## config.mk

```make
export PLATFORM = sky130hd
export DESIGN_NAME = telescope_drive_controller
export DESIGN_NICKNAME = d
export VERILOG_FILES = /design/src/hw/rtl/tdc_pkg.sv /design/src/hw/rtl/tdc_csr.sv /design/src/hw/rtl/tdc_core.sv /design/src/hw/rtl/telescope_drive_controller.sv
export SDC_FILE = /design/constraint.sdc
export NUM_CORES = 1
export LEC_CHECK = 0
export BUFFER_PORTS_ARGS = -buffer_cell sky130_fd_sc_hd__buf_2
export CAP_MARGIN = 10
export CORE_MARGIN = 1.5
export CORE_UTILIZATION = 45
export DETAILED_ROUTE_END_ITERATION = 16
export GPL_ROUTABILITY_DRIVEN = 0
export PLACE_DENSITY = 0.71
export SKIP_CTS_REPAIR_TIMING = 1
export SKIP_LAST_GASP = 1
export SLEW_MARGIN = 10
export SYNTH_ARGS = -nofsm -noshare
export SYNTH_HDL_FRONTEND = slang
export SYNTH_HIERARCHICAL = 1
export SYNTH_SLANG_ARGS = --single-unit
```

## constraint.sdc

```tcl
create_clock -name clock -period 7.3 [get_ports clock]
set_input_delay 0.73 -clock clock [delete_from_list [all_inputs] [get_ports clock]]
set_output_delay 0.73 -clock clock [all_outputs]
set_load 0.01 [all_outputs]
```

## src/hw/rtl/tdc_pkg.sv

```systemverilog
// Shared types, register codes and constants for the telescope drive controller.
package tdc_pkg;

   // Rate table depth and LED blink period while inhibited
   localparam int RATE_STEPS   = 32;
   localparam int BLINK_PERIOD = 500;

   // Button mask bit positions
   localparam int BTN_N    = 0;
   localparam int BTN_S    = 1;
   localparam int BTN_E    = 2;
   localparam int BTN_W    = 3;
   localparam int BTN_FIN  = 4;
   localparam int BTN_FOUT = 5;
   localparam int BTN_LAMP = 6;

   // AC pin bits
   localparam int AC_SQUARE = 0;
   localparam int AC_PHASE1 = 1;
   localparam int AC_PHASE2 = 2;

   // DC pin bits
   localparam int DC_FIN   = 0;
   localparam int DC_FOUT  = 1;
   localparam int DC_NORTH = 2;
   localparam int DC_SOUTH = 3;

   // Register reset values
   localparam logic [4:0]  RST_EAST_RATE      = 5'd0;
   localparam logic [4:0]  RST_SIDEREAL_RATE  = 5'd16;
   localparam logic [4:0]  RST_WEST_RATE      = 5'd31;
   localparam logic [15:0] RST_SPECIAL_RELOAD = 16'd0;
   localparam logic [9:0]  RST_STARTUP_TICKS  = 10'd1000;
   localparam logic [3:0]  RST_DEBOUNCE_LIMIT = 4'd10;
   localparam logic [9:0]  RST_ADC_LOW        = 10'd409;
   localparam logic [9:0]  RST_ADC_HIGH       = 10'd819;

   localparam int CSR_ADDR_W = 5;

   typedef enum logic [2:0] {
      REG_EAST_RATE,
      REG_SIDEREAL_RATE,
      REG_WEST_RATE,
      REG_SPECIAL_RELOAD,
      REG_STARTUP_TICKS,
      REG_DEBOUNCE_LIMIT,
      REG_ADC_LOW,
      REG_ADC_HIGH
   } csr_reg_type;

   typedef enum logic [1:0] {
      PHASE_RISE,
      PHASE_P1_END,
      PHASE_SWAP,
      PHASE_P2_END
   } seq_phase_type;

   typedef struct packed {
      logic        mode;
      logic        north_pressed;
      logic [9:0]  east_line;
      logic [9:0]  south_line;
      logic [9:0]  west_line;
      logic [6:0]  remote_buttons;
   } req_item_type;

   typedef struct packed {
      logic        phase_one;
      logic        phase_two;
      logic        square_wave;
      logic        focus_in_drive;
      logic        focus_out_drive;
      logic        north_drive;
      logic        south_drive;
      logic        lamp_lit;
      logic [6:0]  button_mask;
      logic [4:0]  rate_index;
      logic [15:0] reload_override;
      logic        inhibited;
   } rsp_item_type;

   typedef struct packed {
      logic [4:0]  east_rate_index;
      logic [4:0]  sidereal_rate_index;
      logic [4:0]  west_rate_index;
      logic [15:0] special_reload_count;
      logic [9:0]  startup_ticks;
      logic [3:0]  debounce_limit;
      logic [9:0]  adc_low_threshold;
      logic [9:0]  adc_high_threshold;
   } cfg_type;

   typedef struct packed {
      logic       inhibited;
      logic [4:0] rate;
   } status_type;

endpackage

```

## src/hw/rtl/tdc_csr.sv

```systemverilog
// APB-style configuration register file.
module tdc_csr (
   input  logic                               clock,
   input  logic                               reset,
   input  logic                               csr_psel,
   input  logic                               csr_penable,
   input  logic                               csr_pwrite,
   input  logic [tdc_pkg::CSR_ADDR_W-1:0]     csr_paddr,
   input  logic [31:0]                        csr_pwdata,
   output logic [31:0]                        csr_prdata,
   output logic                               csr_pready,
   output tdc_pkg::cfg_type                   cfg
);
   import tdc_pkg::*;

   cfg_type     cfg_ff;
   cfg_type     cfg_in;
   csr_reg_type reg_sel;
   logic        wr_en;

   assign reg_sel    = csr_reg_type'(csr_paddr[4:2]);
   assign wr_en      = csr_psel && csr_penable && csr_pwrite;
   assign csr_pready = 1'b1;
   assign cfg        = cfg_ff;

   always_comb begin
      cfg_in = cfg_ff;
      if (wr_en) begin
         unique case (reg_sel)
            REG_EAST_RATE:      cfg_in.east_rate_index      = csr_pwdata[4:0];
            REG_SIDEREAL_RATE:  cfg_in.sidereal_rate_index  = csr_pwdata[4:0];
            REG_WEST_RATE:      cfg_in.west_rate_index      = csr_pwdata[4:0];
            REG_SPECIAL_RELOAD: cfg_in.special_reload_count = csr_pwdata[15:0];
            REG_STARTUP_TICKS:  cfg_in.startup_ticks        = csr_pwdata[9:0];
            REG_DEBOUNCE_LIMIT: cfg_in.debounce_limit       = csr_pwdata[3:0];
            REG_ADC_LOW:        cfg_in.adc_low_threshold    = csr_pwdata[9:0];
            REG_ADC_HIGH:       cfg_in.adc_high_threshold   = csr_pwdata[9:0];
            default:            cfg_in = cfg_ff;
         endcase
      end
   end

   always_comb begin
      unique case (reg_sel)
         REG_EAST_RATE:      csr_prdata = {27'd0, cfg_ff.east_rate_index};
         REG_SIDEREAL_RATE:  csr_prdata = {27'd0, cfg_ff.sidereal_rate_index};
         REG_WEST_RATE:      csr_prdata = {27'd0, cfg_ff.west_rate_index};
         REG_SPECIAL_RELOAD: csr_prdata = {16'd0, cfg_ff.special_reload_count};
         REG_STARTUP_TICKS:  csr_prdata = {22'd0, cfg_ff.startup_ticks};
         REG_DEBOUNCE_LIMIT: csr_prdata = {28'd0, cfg_ff.debounce_limit};
         REG_ADC_LOW:        csr_prdata = {22'd0, cfg_ff.adc_low_threshold};
         REG_ADC_HIGH:       csr_prdata = {22'd0, cfg_ff.adc_high_threshold};
         default:            csr_prdata = 32'd0;
      endcase
   end

   always_ff @(posedge clock) begin
      if (reset) begin
         cfg_ff.east_rate_index      <= RST_EAST_RATE;
         cfg_ff.sidereal_rate_index  <= RST_SIDEREAL_RATE;
         cfg_ff.west_rate_index      <= RST_WEST_RATE;
         cfg_ff.special_reload_count <= RST_SPECIAL_RELOAD;
         cfg_ff.startup_ticks        <= RST_STARTUP_TICKS;
         cfg_ff.debounce_limit       <= RST_DEBOUNCE_LIMIT;
         cfg_ff.adc_low_threshold    <= RST_ADC_LOW;
         cfg_ff.adc_high_threshold   <= RST_ADC_HIGH;
      end else begin
         cfg_ff <= cfg_in;
      end
   end

endmodule

```

## src/hw/rtl/tdc_core.sv

```systemverilog
// Event logic and controller state: AC sequencer, rate slew, button decode, LED.
module tdc_core (
   input  logic                   clock,
   input  logic                   reset,
   input  logic                   fire,
   input  tdc_pkg::req_item_type  item,
   input  tdc_pkg::cfg_type       cfg,
   output tdc_pkg::rsp_item_type  result,
   output tdc_pkg::status_type    status
);
   import tdc_pkg::*;

   typedef enum logic [1:0] {
      LVL_OFF,
      LVL_MID,
      LVL_ON
   } adc_level_type;

   function automatic adc_level_type classify(input logic [9:0] v,
                                              input logic [9:0] lo,
                                              input logic [9:0] hi);
      adc_level_type lvl;
      if (v < lo)      lvl = LVL_OFF;
      else if (v > hi) lvl = LVL_ON;
      else             lvl = LVL_MID;
      return lvl;
   endfunction

   seq_phase_type phase_ff,   phase_in;
   logic [9:0]    startup_ff, startup_in;
   logic          inhibit_ff, inhibit_in;
   logic [4:0]    rate_ff,    rate_in;
   logic [4:0]    target_ff,  target_in;
   logic [3:0]    debounce_ff, debounce_in;
   logic [8:0]    blink_ff,   blink_in;
   logic          led_ff,     led_in;
   logic [6:0]    buttons_ff, buttons_in;
   logic [2:0]    ac_ff,      ac_in;
   logic [3:0]    dc_ff,      dc_in;

   logic [6:0]    btn;
   logic [6:0]    merged;
   logic [4:0]    want;
   logic [8:0]    blink_inc;
   adc_level_type lvl_east, lvl_south, lvl_west;

   assign lvl_east  = classify(item.east_line,  cfg.adc_low_threshold, cfg.adc_high_threshold);
   assign lvl_south = classify(item.south_line, cfg.adc_low_threshold, cfg.adc_high_threshold);
   assign lvl_west  = classify(item.west_line,  cfg.adc_low_threshold, cfg.adc_high_threshold);
   assign blink_inc = blink_ff + 9'd1;

   always_comb begin
      phase_in    = phase_ff;
      startup_in  = startup_ff;
      inhibit_in  = inhibit_ff;
      rate_in     = rate_ff;
      target_in   = target_ff;
      debounce_in = debounce_ff;
      blink_in    = blink_ff;
      led_in      = led_ff;
      buttons_in  = buttons_ff;
      ac_in       = ac_ff;
      dc_in       = dc_ff;
      btn         = 7'd0;
      merged      = 7'd0;
      want        = cfg.sidereal_rate_index;

      if (fire && item.mode) begin
         // timer event; release uses the updated inhibit flag
         if (startup_ff < cfg.startup_ticks) startup_in = startup_ff + 10'd1;
         else inhibit_in = 1'b0;
         unique case (phase_ff)
            PHASE_RISE: begin
               if (!inhibit_in) begin
                  ac_in[AC_SQUARE] = 1'b1;
                  ac_in[AC_PHASE1] = 1'b1;
               end
               phase_in = PHASE_P1_END;
            end
            PHASE_P1_END: begin
               if (!inhibit_in) ac_in[AC_PHASE1] = 1'b0;
               phase_in = PHASE_SWAP;
            end
            PHASE_SWAP: begin
               if (!inhibit_in) begin
                  ac_in[AC_SQUARE] = 1'b0;
                  ac_in[AC_PHASE2] = 1'b1;
               end
               phase_in = PHASE_P2_END;
            end
            PHASE_P2_END: begin
               if (!inhibit_in) ac_in[AC_PHASE2] = 1'b0;
               phase_in = PHASE_RISE;
               if (rate_ff < target_ff)      rate_in = rate_ff + 5'd1;
               else if (rate_ff > target_ff) rate_in = rate_ff - 5'd1;
            end
            default: phase_in = PHASE_RISE;
         endcase
      end else if (fire) begin
         // poll event
         if (item.north_pressed) begin
            if (debounce_ff >= cfg.debounce_limit) btn[BTN_N] = 1'b1;
            else debounce_in = debounce_ff + 4'd1;
         end else if (debounce_ff != 4'd0) begin
            debounce_in = debounce_ff - 4'd1;
         end
         if (lvl_east == LVL_OFF)       btn[BTN_E]    = 1'b1;
         else if (lvl_east == LVL_MID)  btn[BTN_LAMP] = 1'b1;
         if (lvl_south == LVL_OFF)      btn[BTN_S]    = 1'b1;
         else if (lvl_south == LVL_MID) btn[BTN_FIN]  = 1'b1;
         if (lvl_west == LVL_OFF)       btn[BTN_W]    = 1'b1;
         else if (lvl_west == LVL_MID)  btn[BTN_FOUT] = 1'b1;
         buttons_in = btn;
         merged     = btn | item.remote_buttons;

         if (!inhibit_ff) begin
            dc_in = 4'd0;
            if (merged[BTN_FIN])       dc_in[DC_FIN]  = 1'b1;
            else if (merged[BTN_FOUT]) dc_in[DC_FOUT] = 1'b1;
            if (merged[BTN_N])         dc_in[DC_NORTH] = 1'b1;
            else if (merged[BTN_S])    dc_in[DC_SOUTH] = 1'b1;
         end

         if (merged[BTN_E])      want = cfg.east_rate_index;
         else if (merged[BTN_W]) want = cfg.west_rate_index;
         if (want <= cfg.west_rate_index && {4'd0, want} < 9'(RATE_STEPS))
            target_in = want;

         if (inhibit_ff) begin
            if (blink_inc >= 9'(BLINK_PERIOD)) begin
               led_in   = !led_ff;
               blink_in = 9'd0;
            end else begin
               blink_in = blink_inc;
            end
         end else begin
            led_in = (merged != 7'd0);
         end
      end
   end

   always_ff @(posedge clock) begin
      if (reset) begin
         phase_ff    <= PHASE_RISE;
         startup_ff  <= 10'd0;
         inhibit_ff  <= 1'b1;
         rate_ff     <= RST_EAST_RATE;
         target_ff   <= RST_SIDEREAL_RATE;
         debounce_ff <= 4'd0;
         blink_ff    <= 9'd0;
         led_ff      <= 1'b0;
         buttons_ff  <= 7'd0;
         ac_ff       <= 3'd0;
         dc_ff       <= 4'd0;
      end else begin
         phase_ff    <= phase_in;
         startup_ff  <= startup_in;
         inhibit_ff  <= inhibit_in;
         rate_ff     <= rate_in;
         target_ff   <= target_in;
         debounce_ff <= debounce_in;
         blink_ff    <= blink_in;
         led_ff      <= led_in;
         buttons_ff  <= buttons_in;
         ac_ff       <= ac_in;
         dc_ff       <= dc_in;
      end
   end

   // result shows the state after the event
   always_comb begin
      result.phase_one       = ac_in[AC_PHASE1];
      result.phase_two       = ac_in[AC_PHASE2];
      result.square_wave     = ac_in[AC_SQUARE];
      result.focus_in_drive  = dc_in[DC_FIN];
      result.focus_out_drive = dc_in[DC_FOUT];
      result.north_drive     = dc_in[DC_NORTH];
      result.south_drive     = dc_in[DC_SOUTH];
      result.lamp_lit        = led_in;
      result.button_mask     = buttons_in;
      result.rate_index      = rate_in;
      result.reload_override = cfg.special_reload_count;
      result.inhibited       = inhibit_in;
   end

   assign status.inhibited = inhibit_ff;
   assign status.rate      = rate_ff;

endmodule

```

## src/hw/rtl/telescope_drive_controller.sv

```systemverilog
// Telescope drive controller top level: item pipeline, registers and core.
//
// Input channel (req_*): one item per event. mode 1 is an AC timer overflow,
// mode 0 a one-millisecond poll carrying the north switch, three handbox ADC
// samples and the host button mask. Result channel (rsp_*): exactly one item
// per input item, in order, holding pin levels, button mask, rate index,
// override reload count and the inhibit flag after that event.
// Items pass an input register and a result register with the event logic
// in between: a result is registered as its item leaves the input register;
// with rsp_stall low a new item is taken every cycle (one item per cycle sustained).
// When rsp_stall is high the result holds; one more item can sit in the
// input register, after which req_stall rises until the result is taken.
// Configuration (csr_*): APB-style, register i at byte address 4*i, written
// on the access cycle; pready is always high. Write only while idle.
// Reset (synchronous) restores register defaults, sets the startup inhibit,
// clears pins and counters, starts the rate at the east index reset value and
// the target at the sidereal reset value. No item is held across reset.
module telescope_drive_controller (
   input  logic                            clock,
   input  logic                            reset,
   input  logic                            req_valid,
   output logic                            req_stall,
   input  tdc_pkg::req_item_type           req_data,
   output logic                            rsp_valid,
   input  logic                            rsp_stall,
   output tdc_pkg::rsp_item_type           rsp_data,
   input  logic                            csr_psel,
   input  logic                            csr_penable,
   input  logic                            csr_pwrite,
   input  logic [tdc_pkg::CSR_ADDR_W-1:0]  csr_paddr,
   input  logic [31:0]                     csr_pwdata,
   output logic [31:0]                     csr_prdata,
   output logic                            csr_pready
);
   import tdc_pkg::*;

   cfg_type      cfg;
   status_type   core_status;
   rsp_item_type core_result;

   logic         s1_valid_ff, s1_valid_in;
   req_item_type s1_item_ff,  s1_item_in;
   logic         rsp_valid_ff, rsp_valid_in;
   rsp_item_type rsp_item_ff,  rsp_item_in;

   logic         out_ready;
   logic         advance;
   logic         req_fire;

   assign out_ready = !rsp_valid_ff || !rsp_stall;
   assign advance   = s1_valid_ff && out_ready;
   assign req_stall = s1_valid_ff && !out_ready;
   assign req_fire  = req_valid && !req_stall;

   assign s1_valid_in  = req_fire || (s1_valid_ff && !advance);
   assign s1_item_in   = req_fire ? req_data : s1_item_ff;
   assign rsp_valid_in = advance || (rsp_valid_ff && rsp_stall);
   assign rsp_item_in  = advance ? core_result : rsp_item_ff;

   always_ff @(posedge clock) begin
      if (reset) begin
         s1_valid_ff  <= 1'b0;
         rsp_valid_ff <= 1'b0;
      end else begin
         s1_valid_ff  <= s1_valid_in;
         rsp_valid_ff <= rsp_valid_in;
      end
   end

   always_ff @(posedge clock) begin
      s1_item_ff  <= s1_item_in;
      rsp_item_ff <= rsp_item_in;
   end

   assign rsp_valid = rsp_valid_ff;
   assign rsp_data  = rsp_item_ff;

   tdc_csr u_csr (
      .clock       (clock),
      .reset       (reset),
      .csr_psel    (csr_psel),
      .csr_penable (csr_penable),
      .csr_pwrite  (csr_pwrite),
      .csr_paddr   (csr_paddr),
      .csr_pwdata  (csr_pwdata),
      .csr_prdata  (csr_prdata),
      .csr_pready  (csr_pready),
      .cfg         (cfg)
   );

   tdc_core u_core (
      .clock  (clock),
      .reset  (reset),
      .fire   (advance),
      .item   (s1_item_ff),
      .cfg    (cfg),
      .result (core_result),
      .status (core_status)
   );

`ifndef SYNTHESIS
   // a blocked input item must stay put until the result register frees up
   assert property (@(posedge clock) disable iff (reset)
      (s1_valid_ff && !out_ready) |=> (s1_valid_ff && $stable(s1_item_ff)))
      else $error("held input item lost or changed");

   assert property (@(posedge clock) disable iff (reset)
      advance |=> rsp_valid_ff)
      else $error("processed item produced no result");

   // startup inhibit only ever releases
   assert property (@(posedge clock) disable iff (reset)
      !$rose(core_status.inhibited))
      else $error("inhibit set again after release");

   assert property (@(posedge clock) disable iff (reset)
      (core_status.rate == $past(core_status.rate)) ||
      (core_status.rate == $past(core_status.rate) + 5'd1) ||
      (core_status.rate == $past(core_status.rate) - 5'd1))
      else $error("rate index moved by more than one step");
`endif

endmodule
```

Yosys cells after proc, flatten, opt, wreduce, memory -nomap -nowiden
Index checks and enable logic that the tools add are counted.
{ "totals": {"reg_bits": 194, "in_bits": 83, "output_inout_bits": 72} }
{ "op_classes": {"n_addsub": 6, "n_lt_le_gt_ge": 12, "n_eq_ne": 14, "mux": 72, "bitwise_logic": 2, "n_reduce_logical": 37} }
{ "ops": {"columns": ["operator", "count"], "rows": [
  ["$pmux 32 s8", 1],
  ["$mux 1", 42],
  ["$lt 10x10->1", 4],
  ["$mux 5", 8],
  ["$gt 10x10->1", 3],
  ["$mux 4", 6],
  ["$reduce_and 2->1", 9],
  ["$mux 2", 7],
  ["$mux 7", 2],
  ["$eq 3x3->1 const B", 4],
  ["$add 10x1->10 const B", 1],
  ["$add 9x1->9 const B", 1],
  ["$ge 9x9->1 const B", 1],
  ["$mux 9", 1],
  ["$eq 2x1->1 const B", 4],
  ["$logic_and 1x1->1", 8],
  ["$logic_not 2->1", 4],
  ["$pmux 2 s4", 1],
  ["$or 7x7->7", 1],
  ["$reduce_bool 7->1", 1],
  ["$eq 3x2->1 const B", 2],
  ["$logic_not 1->1", 6],
  ["$pmux 1 s2", 3],
  ["$reduce_and 3->1", 2],
  ["18 further kinds", 21]
]} }

Logic depth before layout (Yosys ltp)
Gate-level depths: netlist (run 1).
{ "logic_depth": {"ltp_word": 15, "mapped_depth": 17} }

Cells and area by module
The synthesis (run 1) kept the hierarchy.
{ "by_module_without_submodules": {"columns": ["mod", "instances", "cells_each", "area_each_um2", "seq_area_each_um2"], "rows": [
  ["tdc_core", 1, 624, 5017.3, 1021.0],
  ["tdc_csr", 1, 377, 3158.0, 1301.2],
  ["telescope_drive_controller", 1, 86, 2368.5, 2322.2]
]} }

Worst setup path after synthesis (run 1)
Ideal clock, no wire load.
{ "synth_path": {"kind": "in2reg", "start": "input port rsp_stall", "end": "register rsp_item_ff (netlist bit rsp_data[29]), data pin", "setup_ps": 251, "t_arrival_ps": 5367, "setup_slack_ps": 1682, "stages": 9, "path_buffers": 2, "cell_sequence": "a21boi_0 > nand2b_1 > buf_2 > a2111o_1 > a31o_1 > or4_1 > nor4_2 > a21oi_1 > buf_4"} }
{ "synth_between": {"elab_chain_len": 5} }
{ "synth_lines": {"columns": ["item", "line_no", "rtl"], "rows": [
  ["start: declaration", "telescope_drive_controller.sv:25", "input logic rsp_stall,"],
  ["$logic_not 1->1 *", "telescope_drive_controller.sv:50", "assign out_ready = !rsp_valid_ff || !rsp_stall;"],
  ["$logic_or 1x1->1 *", "telescope_drive_controller.sv:50", null],
  ["$logic_and 1x1->1 *", "telescope_drive_controller.sv:51", "assign advance = s1_valid_ff && out_ready;"],
  ["$mux 1 or $logic_and 1x1->1 (tied branches)", "tdc_core.sv:99, tdc_core.sv:68", null],
  ["$mux 1 *", "tdc_core.sv:68", "if (fire && item.mode) begin"],
  ["net u_core.led_in", "tdc_core.sv:36", "logic led_ff, led_in;"],
  ["end signal: assignment", "telescope_drive_controller.sv:72", "rsp_item_ff <= rsp_item_in;"],
  ["end: declaration", "telescope_drive_controller.sv:44", "rsp_item_type rsp_item_ff, rsp_item_in;"]
]} }
Mark *: on every way through the listed nets, which the timed path passes. The rest lies on a longest branch.
A chain may end at the register's enable or synchronous reset.

Worst setup path after layout (run 1)
{ "layout_path": {"start": "register u_csr.cfg_ff (netlist bit u_csr/cfg[14])", "end": "register u_core.target_ff[1]"} }
{ "layout_between": {"elab_chain_len": 13} }
{ "layout_lines": {"columns": ["item", "line_no", "rtl"], "rows": [
  ["start: declaration", "tdc_csr.sv:16", "cfg_type cfg_ff;"],
  ["start signal: assignment", "tdc_csr.sv:68", "cfg_ff <= cfg_in;"],
  ["$lt 10x10->1", "tdc_core.sv:23", "if (v < lo) lvl = LVL_OFF;"],
  ["$mux 2", "tdc_core.sv:23", null],
  ["$logic_not 2->1", "tdc_core.sv:111", "if (lvl_west == LVL_OFF) btn[BTN_W] = 1'b1;"],
  ["$mux 1", "tdc_core.sv:111", null],
  ["$mux 1", "tdc_core.sv:99", "end else if (fire) begin"],
  ["$mux 1", "tdc_core.sv:68", null],
  ["$or 7x7->7 *", "tdc_core.sv:114", "merged = btn | item.remote_buttons;"],
  ["$mux 5", "tdc_core.sv:125", "else if (merged[BTN_W]) want = cfg.west_rate_index;"],
  ["$mux 5 *", "tdc_core.sv:124", "if (merged[BTN_E]) want = cfg.east_rate_index;"],
  ["$mux 5 *", "tdc_core.sv:99", null],
  ["$mux 5 *", "tdc_core.sv:68", null],
  ["$le 5x5->1", "tdc_core.sv:126", "if (want <= cfg.west_rate_index && {4'd0, want} < 9'(RATE_STEPS))"],
  ["$reduce_and 3->1 (no source line)", null, null],
  ["end signal: assignment", "tdc_core.sv:160", "target_ff <= target_in;"],
  ["end: declaration", "tdc_core.sv:33", "logic [4:0] target_ff, target_in;"]
]} }
Mark *: on every way between the ends. The rest lies on a longest branch, timed or not. The select of a mux whose other input is x is not followed.

==> results of run 1 <==
==> per-layer routing <==
metal / vias up / wire (µm) / share of wire / GRT usage
met5: - / 0 / 0 / 0
met1: 3791 / 10800 / 0.44 / 0.256
met3: 40 / 1020 / 0.042 / 0.0322
li1: 4005 / - / - / -
met2: 208 / 12100 / 0.49 / 0.344
met4: 0 / 620 / 0.025 / 0.0857
==> power by group through the flow <==
stage / sequential (mW) / clock, mW / combinational, mW
5_1_grt: 1.17 / 0.960 / 0.220
3_3_place_gp: 1.20 / 0 / 0.192
3_5_place_dp: 1.20 / 0 / 0.197
6_report: 1.17 / 0.896 / 0.199
4_1_cts: 1.17 / 0.913 / 0.199
2_1_floorplan: 1.20 / 0 / 0.133
==> area by class of cell <==
class                           count  area (µm²)  share of cell area
Timing Repair Buffer              123         628              0.0536
Inverter                           61         229              0.0195
Multi-Input combinational cell    765        5260               0.449
Clock buffer                       19         443              0.0378
Tap cell                          313         392              0.0334
Sequential cell                   194        4640               0.396
Clock inverter                     13         123              0.0105
==> final timing paths <==
check                startpoint                  end  slack [ns]  cells past startpoint
setup reg to reg  u_csr/cfg[14]  u_core/target_ff[1]        2.65                     14
hold reg to reg   u_csr/cfg[47]         rsp_data[14]        0.45                      0
setup / recovery  u_csr/cfg[14]  u_core/target_ff[1]        2.65                     14
hold / removal    u_csr/cfg[47]         rsp_data[14]        0.45                      0
==> sequential cells by signal, summed over array words and instances, names as in the netlist <==
name,cells
u_core/dc_ff,4
s1_item_ff,39
u_core/debounce_ff,4
u_core/target_ff,5
u_core/rate_ff,5
u_core/inhibit_ff,1
u_core/phase_ff,2
u_core/led_ff,1
rsp_valid,1
u_core/startup_ff,10
s1_valid_ff,1
rsp_data,37
u_core/ac_ff,3
u_core/buttons_ff,7
u_core/blink_ff,9
u_csr/cfg,65
==> placed cells by master, fill, tap and decap left out, types with 4 or more instances in the layout <==
cell type and count:
dfxtp_1 118, mux2_1 6, nor3_1 9, buf_2 118
o21a_1 5, and2_1 9, a22o_1 13, a21boi_0 4
a211o_1 16, ha_1 91, mux2_2 17, nand2b_1 14
nand4_1 12, or3_1 8, o21ai_0 49, nand3_1 21
xor2_1 5, edfxtp_1 76, clkbuf_16 17, buf_4 5
conb_1 17, nand2_1 122, o31ai_1 4, nor2b_1 43
o21ai_1 8, a21o_1 4, a211oi_1 13, a21oi_1 75
o211ai_1 7, a2111oi_0 5, inv_1 61, and3_1 9
nand3b_1 24, nor2_1 57, mux2i_1 25, a31oi_1 6
==> stage by stage <==
stage | util | cells | instance area, µm² | worst slack, ns | hold slack (ns)
6_report | 0.515 | 1488 | 11700 | 2.65 | 0.455
5_1_grt | 0.515 | 1488 | 11700 | 2.27 | 0.448
2_1_floorplan | - | 1101 | 10600 | 1.68 | 0.445
3_5_place_dp | 0.490 | 1456 | 11200 | 2.72 | 0.439
3_3_place_gp | 0.490 | 1456 | 11200 | 2.82 | 0.428
4_1_cts | 0.515 | 1488 | 11700 | 2.69 | 0.446
==> metrics.txt, run 1 <==
status=completed; Hold WC Path Type=flip-flop to flip-flop; RSZ-0062 raised after global routing=false; Pleak=about 5.0 nW; Final TNS setup=0 ns; largest net degree at the start of global routing=just over 70; Power Density=193 nW/µm²; Period Utilization, post-route=0.638; Relative slew margins=0.232; Worst EP required=7.66 ns; worst vdd ir=about 0.00013 V; switching share of power=0.256; drt drc=0; WL final=24.5 mm; biggest cell delay along the critical path=about 0.74 ns; initial antenna violation count=0; clock slew at reported path FFs=0.08 ns; CTS tree=built; Antenna Nets Post-Route=0; # setup viols final=0; H-tree depth=4; Worst Path Arrival=around 5.0 ns; starting density of the core=0.463; port bufs=119; layout cells sized above 1=0.162; area grow syn2layout=11.2%; number of max-cap violations=0; Vias/cell=5.41; maximum clock rate=about 210 MHz; measured slew at the worst slew-check pin=1.15 ns; kind of end point of the critical path=flip-flop; Final Hold Viols=0; die area=around 24000 µm²; # IOs=155; Clock power frac=0.395; die height=roughly 160 µm; Die Width=~160 µm; grt total ovfl=0; First-pass DRT Iterations=5; FILL cells=2085; Root Buffer=clkbuf_16; number of global-route vias before repair=roughly 7500; CTS buffer count=17; Largest delay share family, worst path=compound AO/OA/AOI/OAI gates; row cnt=55; # nets final=~1300; drt first-iter violations=just under 600; worst path bufs/invs=1; first-pass GRT wire length=38.7 mm; P_int=approximately 1.7 mW; cell count after synthesis=1086; later-pin clock latency in the skew report=0.44 ns; GRT Overall Usage=0.203; combinational group share of total power=0.088; Ant. Diodes=0; Psw=~0.58 mW; CP max FO=12; Final min period=4.65 ns; WL per Instance=roughly 16 µm; routed vias=8044; crit start category=flip-flop; skew final=between 0.009 and 0.01 ns; CP max stage cell=or4b_2; YS warnings=6; Final Max Slew Viols=0; dpl hpwl=about 18 mm; Reg power frac=0.517; Synth Cell Area=approximately 11000 µm²; Cell Chain, Critical Path=inv_1 > ha_1 > a41oi_1 > o311ai_1 > o21bai_2 > mux2i_1 > o21ai_0 > ha_1 > nor2b_1 > o211a_1 > a2111oi_0 > o21ai_0 > or4b_2 > o211ai_1; Post-Syn Area per Cell=between 9 and 10 µm²; crit path kind=flip-flop to flip-flop; core box area=22800 µm²; Max Buffers Root-to-Sink=2; clk sinks=between 150 and 200; total power=2.27 mW
Note: power is estimated with default switching activity, not from simulation.
==> run 2: changes to the inputs <==
- clock period: 7.3 -> 4.4 ns (I/O delays scaled with it)
==> run 2 against run 1 <==
Register-to-register slack worse by 2.3 ns. Final cell count up 0.34%. Design area up 1.0%. Largest power group unchanged. Die area unchanged. Count of clock-buffer cells in the layout fell by 1. Critical endpoint is now u_core/target_ff[3]. Highest routed layer unchanged. Critical path depth rose by 3. Sequential power is 66% higher. Clock skew is 0.0021 ns higher. Clock power up 81%. Wire length hardly changed. Worst setup slack got worse by 2.3 ns. Combinational power rose by 68%.
==> metrics.txt, run 2 (synthesis gave the netlist of run 1 again) <==
Largest delay share family, worst path=compound AO/OA/AOI/OAI gates; Root Buffer=clkbuf_16; die area=24300 µm² (unchanged); Max Buffers Root-to-Sink=2 (unchanged); WL per Instance=16.4 µm (-0.43%); Power Density=330 nW/µm² (+70%); crit start category=flip-flop; Ant. Diodes=0 (unchanged); CP max stage cell=or4b_1; # nets final=1342 (+0.37%); Final Cell Area=11800 µm² (+1.0%); Die Width=156 µm (unchanged); clock slew at reported path FFs=0.08 ns (about the same); final setup margin=0.338 ns (-2.31 ns); reg2reg path depth=17 (+3); status=completed; routed vias=8049 (+0.062%); core box area=22800 µm² (unchanged); clk sinks=194 (unchanged); CTS buffer count=17 (unchanged); area grow syn2layout=12.4%; max FFs per register=65 (unchanged); commonest non-fill, non-tap cell in the layout=nand2_1; Pleak=5.09 nW (+1.1%); later-pin clock latency in the skew report=0.45 ns (about the same); CP max FO=10 (-2); largest net degree at the start of global routing=76 (+7.0%); first-pass GRT wire length=38.8 mm (+0.25%); starting density of the core=0.463 (unchanged); grt total ovfl=0 (unchanged); Cell Chain, Critical Path=inv_1 > ha_1 > a211o_1 > o211ai_1 > o311ai_2 > o21bai_4 > buf_4 > mux2_2 > mux2i_1 > ha_1 > nor2b_1 > o211a_1 > a2111oi_1 > o21ai_0 > buf_4 > or4b_1 > o211ai_1; worst vdd ir=0.000235 V (+86%); skew final=0.0118 ns (+0.00215 ns); First-pass DRT Iterations=5 (unchanged); Relative slew margins=0.249 (+0.0178); crit path kind=flip-flop to flip-flop; Vias/cell=5.39 (-0.27%); worst path bufs/invs=3 (+2); die height=156 µm (unchanged); row cnt=55 (unchanged); Worst EP required=4.77 ns (-2.89 ns); H-tree depth=4 (unchanged); CP Depth=17 (+3); port bufs=119 (unchanged); Final Hold Viols=0 (unchanged); CTS tree=built; number of max-cap violations=0 (unchanged); measured slew at the worst slew-check pin=1.13 ns (-0.0267 ns); maximum clock rate=246 MHz (+15%); Antenna Nets Post-Route=0 (unchanged); hold path depth=1 (+1); Hold WC Path Type=input pin to flip-flop; Final min period=4.06 ns (-0.592 ns); GRT Overall Usage=0.204 (+0.00124); Final Max Slew Viols=0 (unchanged); # setup viols final=0 (unchanged); kind of end point of the critical path=flip-flop; commonest non-fill, non-tap cells in the layout=nand2_1 (122), buf_2 (118), dfxtp_1 (118); # IOs=155 (unchanged); dpl hpwl=17.9 mm (-0.49%); Placement Cell Area=11200 µm² (+0.14%); Worst Path Arrival=4.43 ns (-0.58 ns); layout cells sized above 1=0.168 (+0.00609); biggest cell delay along the critical path=0.46 ns (-0.28 ns); drt first-iter violations=549 (-6.0%); pre-CTS setup slack=0.173 ns (-2.55 ns); Period Utilization, post-route=0.923 (+0.286); number of global-route vias before repair=7444 (-1.1%); initial antenna violation count=0 (unchanged); drt drc=0 (unchanged); WL final=24.5 mm (about the same)
## run 2: changes by cell type in the layout (fill, tap and decap cells not counted), moves of 2 or more
cell      previous run  this run
clkinv_8             2         4
inv_6                2         6
inv_4                2         0
buf_4                5        10
clkinv_4             3         1
## run 2: per-layer routing
layer	GRT usage	vias to the layer above	wire length, µm
li1	-	4006	-
met1	0.267	3825	11000
met2	0.347	192	12100
met3	0.0322	26	949
met4	0.0612	0	378
met5	0	-	0
## run 2: through the flow
step / setup TNS (ns) / hold WS [ns] / total power [mW] / utilization / cells
after CTS: 0 / 0.150 / 3.93 / 0.518 / 1490
after detailed placement: 0 / 0.433 / 2.31 / 0.490 / 1458
after global placement: 0 / 0.428 / 2.31 / 0.490 / 1458
after global routing: -0.00416 / 0.144 / 4.04 / 0.520 / 1493
final: 0 / 0.161 / 3.90 / 0.520 / 1493
after floorplan: 0 / 0.445 / 2.20 / - / 1101
## run 2: cell type report
| cell class | instances | area (µm²) |
|---|---|---|
| Multi-Input combinational cell | 765 | 5280 |
| Inverter | 61 | 229 |
| Tap cell | 313 | 392 |
| Clock buffer | 18 | 450 |
| Fill cell | 2061 | 10900 |
| Timing Repair Buffer | 128 | 666 |
| Sequential cell | 194 | 4640 |
| Clock inverter | 14 | 179 |
## run 2: final timing paths
path	endpoint	slack (ns)	from
setup / recovery	u_core/target_ff[3]	0.34	u_csr/cfg[17]
hold / removal	s1_item_ff[30]	0.16	req_data[30]
setup reg to reg	u_core/target_ff[3]	0.34	u_csr/cfg[17]
hold reg to reg	rsp_data[12]	0.45	u_csr/cfg[45]
## run 2: where the power goes
group	internal [mW]	switching, mW
Clock	0.853	0.770
Sequential	1.91	0.0292
Combinational	0.127	0.208
==> run 3: changes to the inputs <==
- ABC_AREA: not set -> 1
- SLEW_MARGIN: 10 -> 40
==> run 3 against run 2 <==
Register-to-register slack improved by 0.68 ns. Final cell count rose by 11%. Design area fell by 1.9%. Sequential power barely moved. Worst setup slack improved by 0.68 ns. Clock skew fell by 0.0028 ns. Wire length fell by 2.8%. Critical path depth rose by 4. Fmax rose by 20%. First-iteration DRC count rose by 21%. Area after synthesis fell by 1.2%. Hold slack improved by 0.019 ns. Critical path type unchanged.
==> metrics.txt, run 3 <==
status=completed; number of max-cap violations=0 (unchanged); worst vdd ir=0.000238 V (+1.2%); RSZ-0062 raised after global routing=false; Final TNS setup=0 ns (unchanged); Worst EP required=4.78 ns (about the same); Ant. Diodes=0 (unchanged); register area=4640 µm² (unchanged); First-pass DRT Iterations=5 (unchanged); max FFs per register=65 (unchanged); CTS tree=built; pre-CTS setup slack=1.12 ns (+0.948 ns); area grow syn2layout=11.5%; Hold WC Path Type=input pin to flip-flop; largest net degree at the start of global routing=66 (-13%); later-pin clock latency in the skew report=0.44 ns (about the same); Final min period=3.38 ns (-0.679 ns); drt first-iter violations=665 (+21%); CP max FO=9 (-1); Worst Path Arrival=3.76 ns (-0.67 ns); commonest non-fill, non-tap cell in the layout=nand2_1; final setup margin=1.02 ns (+0.679 ns); layout cells sized above 1=0.142 (-0.0259); Placement Cell Area=11000 µm² (-1.3%); die height=155 µm (-0.58%); initial antenna violation count=0 (unchanged); # nets final=1536 (+14%); # setup viols final=0 (unchanged); FILL cells=2111 (+2.4%); clk sinks=194 (unchanged); Root Buffer=clkbuf_16; YS warnings=6 (unchanged); starting density of the core=0.460 (-0.00271); Relative slew margins=0.450 (+0.201); Final Max Slew Viols=0 (unchanged); area of the multi-input gates=4780 µm² (-9.4%); H-tree depth=4 (unchanged); CTS buffer count=17 (unchanged); Power Density=332 nW/µm² (+0.79%); Worst Hold Margin=0.180 ns (+0.0186 ns); crit path kind=flip-flop to flip-flop; Pleak=5.50 nW (+8.2%); grt total ovfl=0 (unchanged); commonest non-fill, non-tap cells in the layout=nand2_1 (280), inv_1 (153), nor2_1 (131); row cnt=55 (unchanged); WL per Instance=14.3 µm (-13%); # IOs=155 (unchanged); Final Cell Area=11600 µm² (-1.9%); clock slew at reported path FFs=0.07 ns (about the same); Synth Cell Area=10400 µm² (-1.2%); Die Width=155 µm (-0.58%); first-pass GRT wire length=39.2 mm (+0.98%); die area=24100 µm² (-1.2%); hold path depth=1 (unchanged); Final Hold Viols=0 (unchanged); port bufs=119 (unchanged); measured slew at the worst slew-check pin=0.824 ns (-0.302 ns); Post-Syn Area per Cell=8.17 µm² (-16%); GRT Overall Usage=0.206 (+0.00181); crit start category=flip-flop; WL final=23.8 mm (-2.8%); cell count after synthesis=1275 (+17%); reg2reg path depth=21 (+4); Max Buffers Root-to-Sink=2 (unchanged); maximum clock rate=296 MHz (+20%); number of global-route vias before repair=8046 (+8.1%); routed vias=8467 (+5.2%); Antenna Nets Post-Route=0 (unchanged); skew final=0.00905 ns (-0.00276 ns); kind of end point of the critical path=flip-flop; Vias/cell=5.10 (-5.3%); dpl hpwl=17.4 mm (-2.6%); core box area=22600 µm² (-0.60%); drt drc=0 (unchanged); Period Utilization, post-route=0.769 (-0.154)
## run 3: metal layers
metal,global-route usage,share of wire
met5,0,0
met4,0.0838,0.027
met3,0.0354,0.056
met2,0.353,0.48
met1,0.257,0.44
## run 3: metrics by stage
step           std cells  total power [mW]  utilization
2_1_floorplan       1290              2.23            -
3_3_place_gp        1627              2.33        0.487
3_5_place_dp        1627              2.34        0.487
4_1_cts             1659              3.89        0.513
5_1_grt             1659              4.02        0.513
6_report            1659              3.86        0.513
## run 3: layout make-up
type | count | share of cell area
clock buffers | 20 | 0.0394
well taps | 285 | 0.0307
multi-input cells | 861 | 0.412
inverters | 164 | 0.0532
clock inverters | 12 | 0.0110
repair buffers | 123 | 0.0539
flip-flops and latches | 194 | 0.400
## run 3: worst max-delay path, stage by stage (launching register included)
cell and delay (ns):
dfxtp_1 0.38, inv_1 0.12, ha_1 0.31, nand2_1 0.08, inv_1 0.05, nand2_1 0.06, nand2_1 0.06, nand2_1 0.06
nand3_1 0.28, nand2_2 0.28, inv_2 0.09, nand2_1 0.07, nand3_1 0.06, o21a_1 0.14, ha_1 0.31, a21oi_1 0.14
o221ai_1 0.16, a21oi_2 0.22, inv_1 0.14, a21oi_1 0.14, o21ai_0 0.10, inv_1 0.05
## run 3: worst paths after layout
| path | slack (ns) | end | from |
|---|---|---|---|
| worst min register to register | 0.46 | rsp_data[14] | u_csr/cfg[47] |
| worst max register to register | 1.02 | u_core/target_ff[1] | u_csr/cfg[14] |
| worst min-delay path | 0.18 | s1_item_ff[19] | req_data[19] |
| worst max-delay path | 1.02 | u_core/target_ff[1] | u_csr/cfg[14] |
## run 3: power by group
part / leakage [nW] / total [mW] / switching, mW / internal, mW
Combinational: 3.53 / 0.352 / 0.236 / 0.117
Clock: 0.286 / 1.55 / 0.679 / 0.872
Sequential: 1.69 / 1.95 / 0.0303 / 1.92
Total: 5.50 / 3.86 / 0.944 / 2.91
